**config.mk**
```make
export PLATFORM = sky130hd
export DESIGN_NAME = npc_div
export DESIGN_NICKNAME = d
export VERILOG_FILES = /design/src/rtl/npc_pkg.sv /design/src/rtl/npc_div.sv
export SDC_FILE = /design/constraint.sdc
export NUM_CORES = 1
export LEC_CHECK = 0
export BUFFER_PORTS_ARGS = -buffer_cell sky130_fd_sc_hd__buf_2
export CAP_MARGIN = 15
export CORE_MARGIN = 5
export CORE_UTILIZATION = 45
export DETAILED_ROUTE_END_ITERATION = 16
export HOLD_SLACK_MARGIN = 0.06
export PLACE_DENSITY = 0.67
export SKIP_LAST_GASP = 1
export SLEW_MARGIN = 5
export SYNTH_ARGS = -nofsm -noshare
export SYNTH_HDL_FRONTEND = slang
export SYNTH_SLANG_ARGS = --single-unit
export TNS_END_PERCENT = 20
```
**constraint.sdc**
```tcl
create_clock -name clk -period 9.32 [get_ports clk]
set_clock_uncertainty 0.15 [all_clocks]
set_input_delay 0 -clock clk [delete_from_list [all_inputs] [get_ports clk]]
set_output_delay 0 -clock clk [all_outputs]
set_load 0.005 [all_outputs]
```
**src/rtl/npc_pkg.sv**
```systemverilog
package npc_pkg;

	localparam int NUM_W           = 16;
	localparam int LEN_W           = 16;
	localparam int MASK_W          = 14;
	localparam int RC_W            = 17;
	localparam int DIV_STEPS       = 4;
	localparam int DEF_TABLE_DEPTH = 65536;
	localparam logic [RC_W-1:0] RC_RESET = 17'd65536;

	localparam logic KIND_LOAD     = 1'b0;
	localparam logic KIND_CLASSIFY = 1'b1;

	localparam int MB_PRIME    = 0;
	localparam int MB_SAFE     = 1;
	localparam int MB_POPHIGH  = 2;
	localparam int MB_PEAK     = 3;
	localparam int MB_FIB      = 4;
	localparam int MB_FACTOR   = 5;
	localparam int MB_SQUARE   = 6;
	localparam int MB_SQFREE   = 7;
	localparam int MB_TRI      = 8;
	localparam int MB_POW2     = 9;
	localparam int MB_MERSENNE = 10;
	localparam int MB_PALIN    = 11;
	localparam int MB_MANYDIV  = 12;
	localparam int MB_SMALLPOW = 13;

	typedef struct packed {
		logic             kind;
		logic [NUM_W-1:0] number;
		logic [LEN_W-1:0] chain_length;
	} req_t;

	typedef struct packed {
		logic [MASK_W-1:0] property_mask;
		logic              in_range;
	} rsp_t;

	typedef struct packed {
		logic load;
		logic run;
	} div_ctl_t;

	localparam int FIB_N = 22;
	localparam logic [NUM_W-1:0] FIB_TAB [FIB_N] = '{
		16'd2, 16'd3, 16'd5, 16'd8, 16'd13, 16'd21, 16'd34, 16'd55, 16'd89, 16'd144,
		16'd233, 16'd377, 16'd610, 16'd987, 16'd1597, 16'd2584, 16'd4181, 16'd6765,
		16'd10946, 16'd17711, 16'd28657, 16'd46368
	};

	localparam int POW_N = 29;
	localparam logic [NUM_W-1:0] POW_TAB [POW_N] = '{
		16'd9, 16'd27, 16'd81, 16'd243, 16'd729, 16'd2187, 16'd6561, 16'd19683, 16'd59049,
		16'd16, 16'd64, 16'd256, 16'd1024, 16'd4096, 16'd16384,
		16'd25, 16'd125, 16'd625, 16'd3125, 16'd15625,
		16'd36, 16'd216, 16'd1296, 16'd7776, 16'd46656,
		16'd49, 16'd343, 16'd2401, 16'd16807
	};

	function automatic logic is_fib(logic [NUM_W-1:0] v);
		logic hit;
		hit = 1'b0;
		for (int i = 0; i < FIB_N; i++) begin
			if (v == FIB_TAB[i]) hit = 1'b1;
		end
		return hit;
	endfunction

	function automatic logic is_small_pow(logic [NUM_W-1:0] v);
		logic hit;
		hit = 1'b0;
		for (int i = 0; i < POW_N; i++) begin
			if (v == POW_TAB[i]) hit = 1'b1;
		end
		return hit;
	endfunction

	function automatic logic [4:0] bit_len(logic [NUM_W-1:0] v);
		logic [4:0] len;
		len = 5'd0;
		for (int i = 0; i < NUM_W; i++) begin
			if (v[i]) len = 5'(i + 1);
		end
		return len;
	endfunction

	function automatic logic [4:0] pop_count(logic [NUM_W-1:0] v);
		logic [4:0] cnt;
		cnt = 5'd0;
		for (int i = 0; i < NUM_W; i++) begin
			cnt = cnt + 5'(v[i]);
		end
		return cnt;
	endfunction

	function automatic logic is_palin(logic [NUM_W-1:0] v);
		logic [NUM_W-1:0] rev;
		logic [4:0]       len;
		for (int i = 0; i < NUM_W; i++) begin
			rev[i] = v[NUM_W-1-i];
		end
		len = bit_len(v);
		return (rev >> (5'd16 - len)) == v;
	endfunction

endpackage

```
**src/rtl/npc_div.sv**
```systemverilog
module npc_div (
	input  logic                      clk,
	input  npc_pkg::div_ctl_t         ctl,
	input  logic [npc_pkg::NUM_W-1:0] dividend,
	input  logic [npc_pkg::NUM_W-1:0] divisor,
	output logic [npc_pkg::NUM_W-1:0] quotient,
	output logic [npc_pkg::NUM_W-1:0] remainder
);
	import npc_pkg::*;

	logic [NUM_W-1:0] rem_q, dq_q, dv_q;
	logic [NUM_W-1:0] rem_n, dq_n;

	// restoring division, DIV_STEPS quotient bits per cycle while run is set
	always_comb begin
		logic [NUM_W:0] t;
		rem_n = rem_q;
		dq_n  = dq_q;
		for (int i = 0; i < DIV_STEPS; i++) begin
			t    = {rem_n, dq_n[NUM_W-1]};
			dq_n = {dq_n[NUM_W-2:0], 1'b0};
			if (t >= {1'b0, dv_q}) begin
				t       = t - {1'b0, dv_q};
				dq_n[0] = 1'b1;
			end
			rem_n = t[NUM_W-1:0];
		end
	end

	always_ff @(posedge clk) begin
		if (ctl.load) begin
			rem_q <= '0;
			dq_q  <= dividend;
			dv_q  <= divisor;
		end else if (ctl.run) begin
			rem_q <= rem_n;
			dq_q  <= dq_n;
		end
	end

	assign quotient  = dq_q;
	assign remainder = rem_q;

endmodule
```
; ---- Word level (Yosys, flattened, before mapping)
; Index checks and enable logic that the tools add are counted.
[totals]
output_inout_bits = 32
wordCells = 22
inputBits = 35
ff_bits = 48
[classes]
n_lt_le_gt_ge = 4
add_sub_neg = 4
n_reduce_logical = 1
n_mux = 10
[op_table]
columns = operator, count
row1 = two-way mux 16 bit, 6
row2 = greater-or-equal comparator 17 x 16 -> 1 bit, 4
row3 = subtractor 16 bit, 4
row4 = two-way mux 1 bit, 4
row5 = nonzero test 2 bit, 1

; ---- Logic depth before layout (Yosys ltp)
[depth]
word_depth = 10
ltp_mapped = 46
mapped_depth_nobuf = 42

; ---- Worst setup path before layout
; Ideal clock, no wire load.
[synth_path]
kind = register to register
start = register dv_q[4]
end = register rem_q[13], in the netlist remainder[13]
setup_slack_ns = -0.338
period_less_slack_ns = 9.658
path_stages_with_launch = 46
path_buffers = 4
required_time_ns = 9.084
setup_time_ns = 0.086
arrival_time_ns = 9.422
path_cell_list = edfxtp_1 inv_1 ha_1 a21o_1 or3_1 o21a_1 o211ai_1 nand2_1 clkbuf_1 o21ai_0 inv_1 ha_1 nor2b_1 o2111ai_1 nor4bb_1 o211a_1 a211oi_1 a211oi_4 [... 10 more ...] a21oi_1 nand2_1 nand3_2 buf_6 mux2i_1 ha_1 nor2b_1 o31a_1 o41ai_1 o21a_1 o2bb2ai_1 o21ai_0 a211oi_1 nand2b_1 o311a_4 buf_8 mux2i_1 a211oi_1
[synth_via]
elab_chain_cells = 8
[synth_lines]
columns = item, line_no
row1 = "start, declared", npc_div.sv:11  ; logic [NUM_W-1:0] rem_q, dq_q, dv_q;
row2 = "start signal, assigned", npc_div.sv:34  ; dv_q <= divisor;
row3 = subtractor 16 bit / greater-or-equal comparator 17 x 16 -> 1 bit (equally long branches), "npc_div.sv:23, npc_div.sv:22"
row4 = two-way mux 16 bit, npc_div.sv:22  ; if (t >= {1'b0, dv_q}) begin
row5 = subtractor 16 bit / greater-or-equal comparator 17 x 16 -> 1 bit (equally long branches), "npc_div.sv:23, npc_div.sv:22"
row6 = two-way mux 16 bit, npc_div.sv:22
row7 = subtractor 16 bit / greater-or-equal comparator 17 x 16 -> 1 bit (equally long branches), "npc_div.sv:23, npc_div.sv:22"
row8 = two-way mux 16 bit, npc_div.sv:22
row9 = subtractor 16 bit / greater-or-equal comparator 17 x 16 -> 1 bit (equally long branches), "npc_div.sv:23, npc_div.sv:22"
row10 = two-way mux 16 bit *, npc_div.sv:22
row11 = "end signal, assigned", npc_div.sv:36  ; rem_q <= rem_n;
row12 = "end, declared", npc_div.sv:11
; Every way passes the cells marked *; elsewhere a longest branch is shown, timed or not.
; A chain may end at the register's enable or synchronous reset.

; ---- Final worst setup path
[layout_path]
start = register dv_q[4]
end = register rem_q[3], in the netlist remainder[3]
[layout_via]
elab_chain_cells = 8
[layout_lines]
columns = item, line_no
row1 = subtractor 16 bit / greater-or-equal comparator 17 x 16 -> 1 bit (equally long branches), "npc_div.sv:23, npc_div.sv:22"
row2 = two-way mux 16 bit, npc_div.sv:22
row3 = subtractor 16 bit / greater-or-equal comparator 17 x 16 -> 1 bit (equally long branches), "npc_div.sv:23, npc_div.sv:22"
row4 = two-way mux 16 bit, npc_div.sv:22
row5 = greater-or-equal comparator 17 x 16 -> 1 bit / subtractor 16 bit (equally long branches), "npc_div.sv:22, npc_div.sv:23"
row6 = two-way mux 16 bit, npc_div.sv:22
row7 = subtractor 16 bit / greater-or-equal comparator 17 x 16 -> 1 bit (equally long branches), "npc_div.sv:23, npc_div.sv:22"
row8 = two-way mux 16 bit *, npc_div.sv:22
; Marks and branches as above.

==> summary.md <==
| Metric | Value |
|---|---|
| Pre-CTS worst setup slack | -591.1 ps |
| Distinct cell type count after synthesis | 64 |
| WHS Path Cells | 3 |
| Post-synthesis cell count | ~600 |
| Largest net degree at the start of global routing | 50 |
| Drt drc | 0 |
| WP data required | 9370 ps |
| Vias in the first global route | 5199 |
| Worst-Margin Slew | between 700 and 800 ps |
| Fin crit share | 97.90% |
| Final hold vios | 0 |
| IO buf count | 66 |
| Core area | between 10000 and 15000 µm² |
| CTS tree | yes |
| Clock latency at the later pin of the worst-skew pair | ~300 ps |
| Longest Clk Path Bufs | 2 |
| Crit path max fanout | 7 |
| Worst Setup End Kind | register |
| Avg Synthesized Cell Area | approximately 9 µm² |
| Most common cell in the netlist | ha_1 |
| Layout Nets | ~870 |
| Fin cells | 917 |
| Worst-path clk slew | 70 ps |
| Number of synthesized flops with an enable pin | 32 |
| Dpl hpwl | around 14 mm |
| Most frequent CP cell | a21oi_2 |
| Global placer's final weighted congestion | 1.018 |
| Die W | 119.7 µm |
| Area Growth Syn to Fin | 37.05% |
| FP Rows | 40 |
| Number of vias per cell | between 5 and 6 |
| Vias | 5430 |
| F_max | 109.6 MHz |
| Hold Path Origin | ctl[0] |
| Reg2Reg Capture Point | remainder[3] |
| Share of post-route cells with drive strength above 1 | about a third |
| Synth async-reset ratio | 0% |
| Root buffer cell | clkbuf_16 |
| Cell taking the most area after synthesis | edfxtp_1 |
| Launching element type of the critical path | register |
| Syn_nets | 702 |
| Initial drt markers | 425 |
| CTS Sinks | 48 |
| WS Path Type | register to register |
| Prevailing post-synth register cell | edfxtp_1 |
| Final setup fails | 0 |
| Top post-synthesis cells by area | edfxtp_1 18%, ha_1 15%, mux2_2 8.5% |
| Reg2Reg Launch Point | dv_q[4] |
| First-pass GRT wire length | 27.39 mm |
| N_diodes | 0 |
| Post-route ant nets | 0 |
| Synthesis warning total | 0 |
| Hold Path End | remainder[5] |
| Cts bufs inserted | 5 |
| Crit path time final | 9125 ps |
| Die ar. | between 10000 and 15000 µm² |
| Crit path largest cell delay | 440 ps |
| GRT Util Overall | approximately a quarter |
| Worst Path Arrival | a little over 9000 ps |
| Top cells by count, synth | 64 x ha_1, 47 x nor2_1, 46 x a21oi_1 |
| CP max-delay cell | o311a_4 |
| Setup slack after layout | 195.3 ps |
| Drt pass-1 iters | 5 |
| Max capacitance violation total | 0 |
| Cell Area, Synth | 5416 µm² |
| Seq/Total Area, Yosys | 23.65% |
| Aggregate global routing overflow | 0 |
| WL/cell | 20.07 µm |
| Hold crit path type | input port to register |
| FF-to-FF setup slack | 200 ps |
| Final count of pins violating max slew | 0 |
| Die height | approximately 120 µm |
| Status | finished, final reports clean |
| Worst hold slack | ~110 ps |
| Depth of the worst register-to-register path | 40 |
| DP Cell Count | 850 |
| Area fraction of the dominant cell type after synthesis | 17.74% |
| Initial Utilization | 45.47% |
| Routed WL | 18.41 mm |
| Slew HR | 50.75% |
| Initial antenna violation count | 0 |
| H-tree depth | 2 |
| IO Pins | 67 |
| Synth Register Bits | 48 |
==> metrics by stage <==
| step | cell area, µm² | setup TNS [ps] | utilization, % |
|---|---|---|---|
| final | 7423 | 0 | 62.32 |
| after global routing | 7423 | -938.4 | 62.32 |
| after CTS | 6815 | 0 | 57.22 |
| after detailed placement | 6262 | -6390 | 52.57 |
| after global placement | 6262 | -2481 | 52.57 |
| after floorplan | 5428 | 0 | - |
==> placed cells by master (no fill, tap or decap), types with 12 or more instances in the layout <==
cell type / n
a21o_1: 20
a21oi_1: 40
buf_2: 66
buf_4: 71
dfxtp_1: 16
dlygate4sd3_1: 32
edfxtp_1: 32
ha_1: 45
inv_1: 35
mux2_2: 39
mux2i_1: 12
nand2_1: 30
nand2b_1: 13
nand3_1: 13
nor2_1: 45
o21a_1: 18
o21ai_0: 16
xnor2_1: 37
==> worst max-delay path by stage <==
stage	start	depth (start not counted)	slack, ps	end
after global routing	dv_q[4]	39	-140	remainder[3]
after floorplan	dv_q[4]	45	20	remainder[13]
after CTS	dv_q[4]	39	20	remainder[3]
final	dv_q[4]	40	200	remainder[3]
after detailed placement	dv_q[4]	41	-590	remainder[3]
after global placement	dv_q[4]	41	-320	remainder[3]
==> final cells by class <==
type	count	area, µm²
clock buffers	6	128.9
fillers	942	4488
well taps	147	183.9
flip-flops and latches	48	1281
inverters	38	142.6
repair buffers	174	1249
clock inverters	2	12.51
multi-input cells	502	4425
==> repair_timing <==
item / 4_1_cts / 5_1_grt
endpoints found under the setup margin: 17 / 17
pin swaps: 4 / 31
endpoints found under the hold margin: 32 / 0
gates cloned: 1 / 0
resized for setup: 16 / 77
hold buffers: 32 / 0
setup buffers: 0 / 26
==> critical path, delay by kind of cell, from the launching register on <==
| kind | cells | cell delay [ps] |
|---|---|---|
| AO/OA/AOI/OAI | 21 | 4490 |
| adder cells (fa/ha/maj) | 4 | 1130 |
| buffers and inverters | 4 | 510 |
| flip-flops | 1 | 380 |
| multiplexers | 3 | 830 |
| AND/OR/NAND/NOR | 8 | 1500 |
==> flip-flops by register name, indices dropped and copies added (netlist names) <==
register and cells:
dv_q 16, quotient 16, remainder 16
==> per-layer routing <==
layer  wire length (µm)  global-route usage [%]
met5                  0                       0
met4                549                   7.802
met3               1063                   3.487
met2               8435                   38.49
met1               8359                   33.49
==> kinds of logic after synthesis <==
| group | share of synthesized area [%] |
|---|---|
| AOI/OAI and AO/OA | 22.27 |
| DFF | 23.65 |
| and+or+nand+nor | 14.41 |
| adders and majority gates | 16.26 |
| muxes | 12.13 |
| xor gates and xnor gates | 7.438 |
| buffers and inverters | 3.835 |
Power is left out: the tool's default activity adds up to more than one toggle a clock period on the data nets, which glitch-free logic cannot reach.
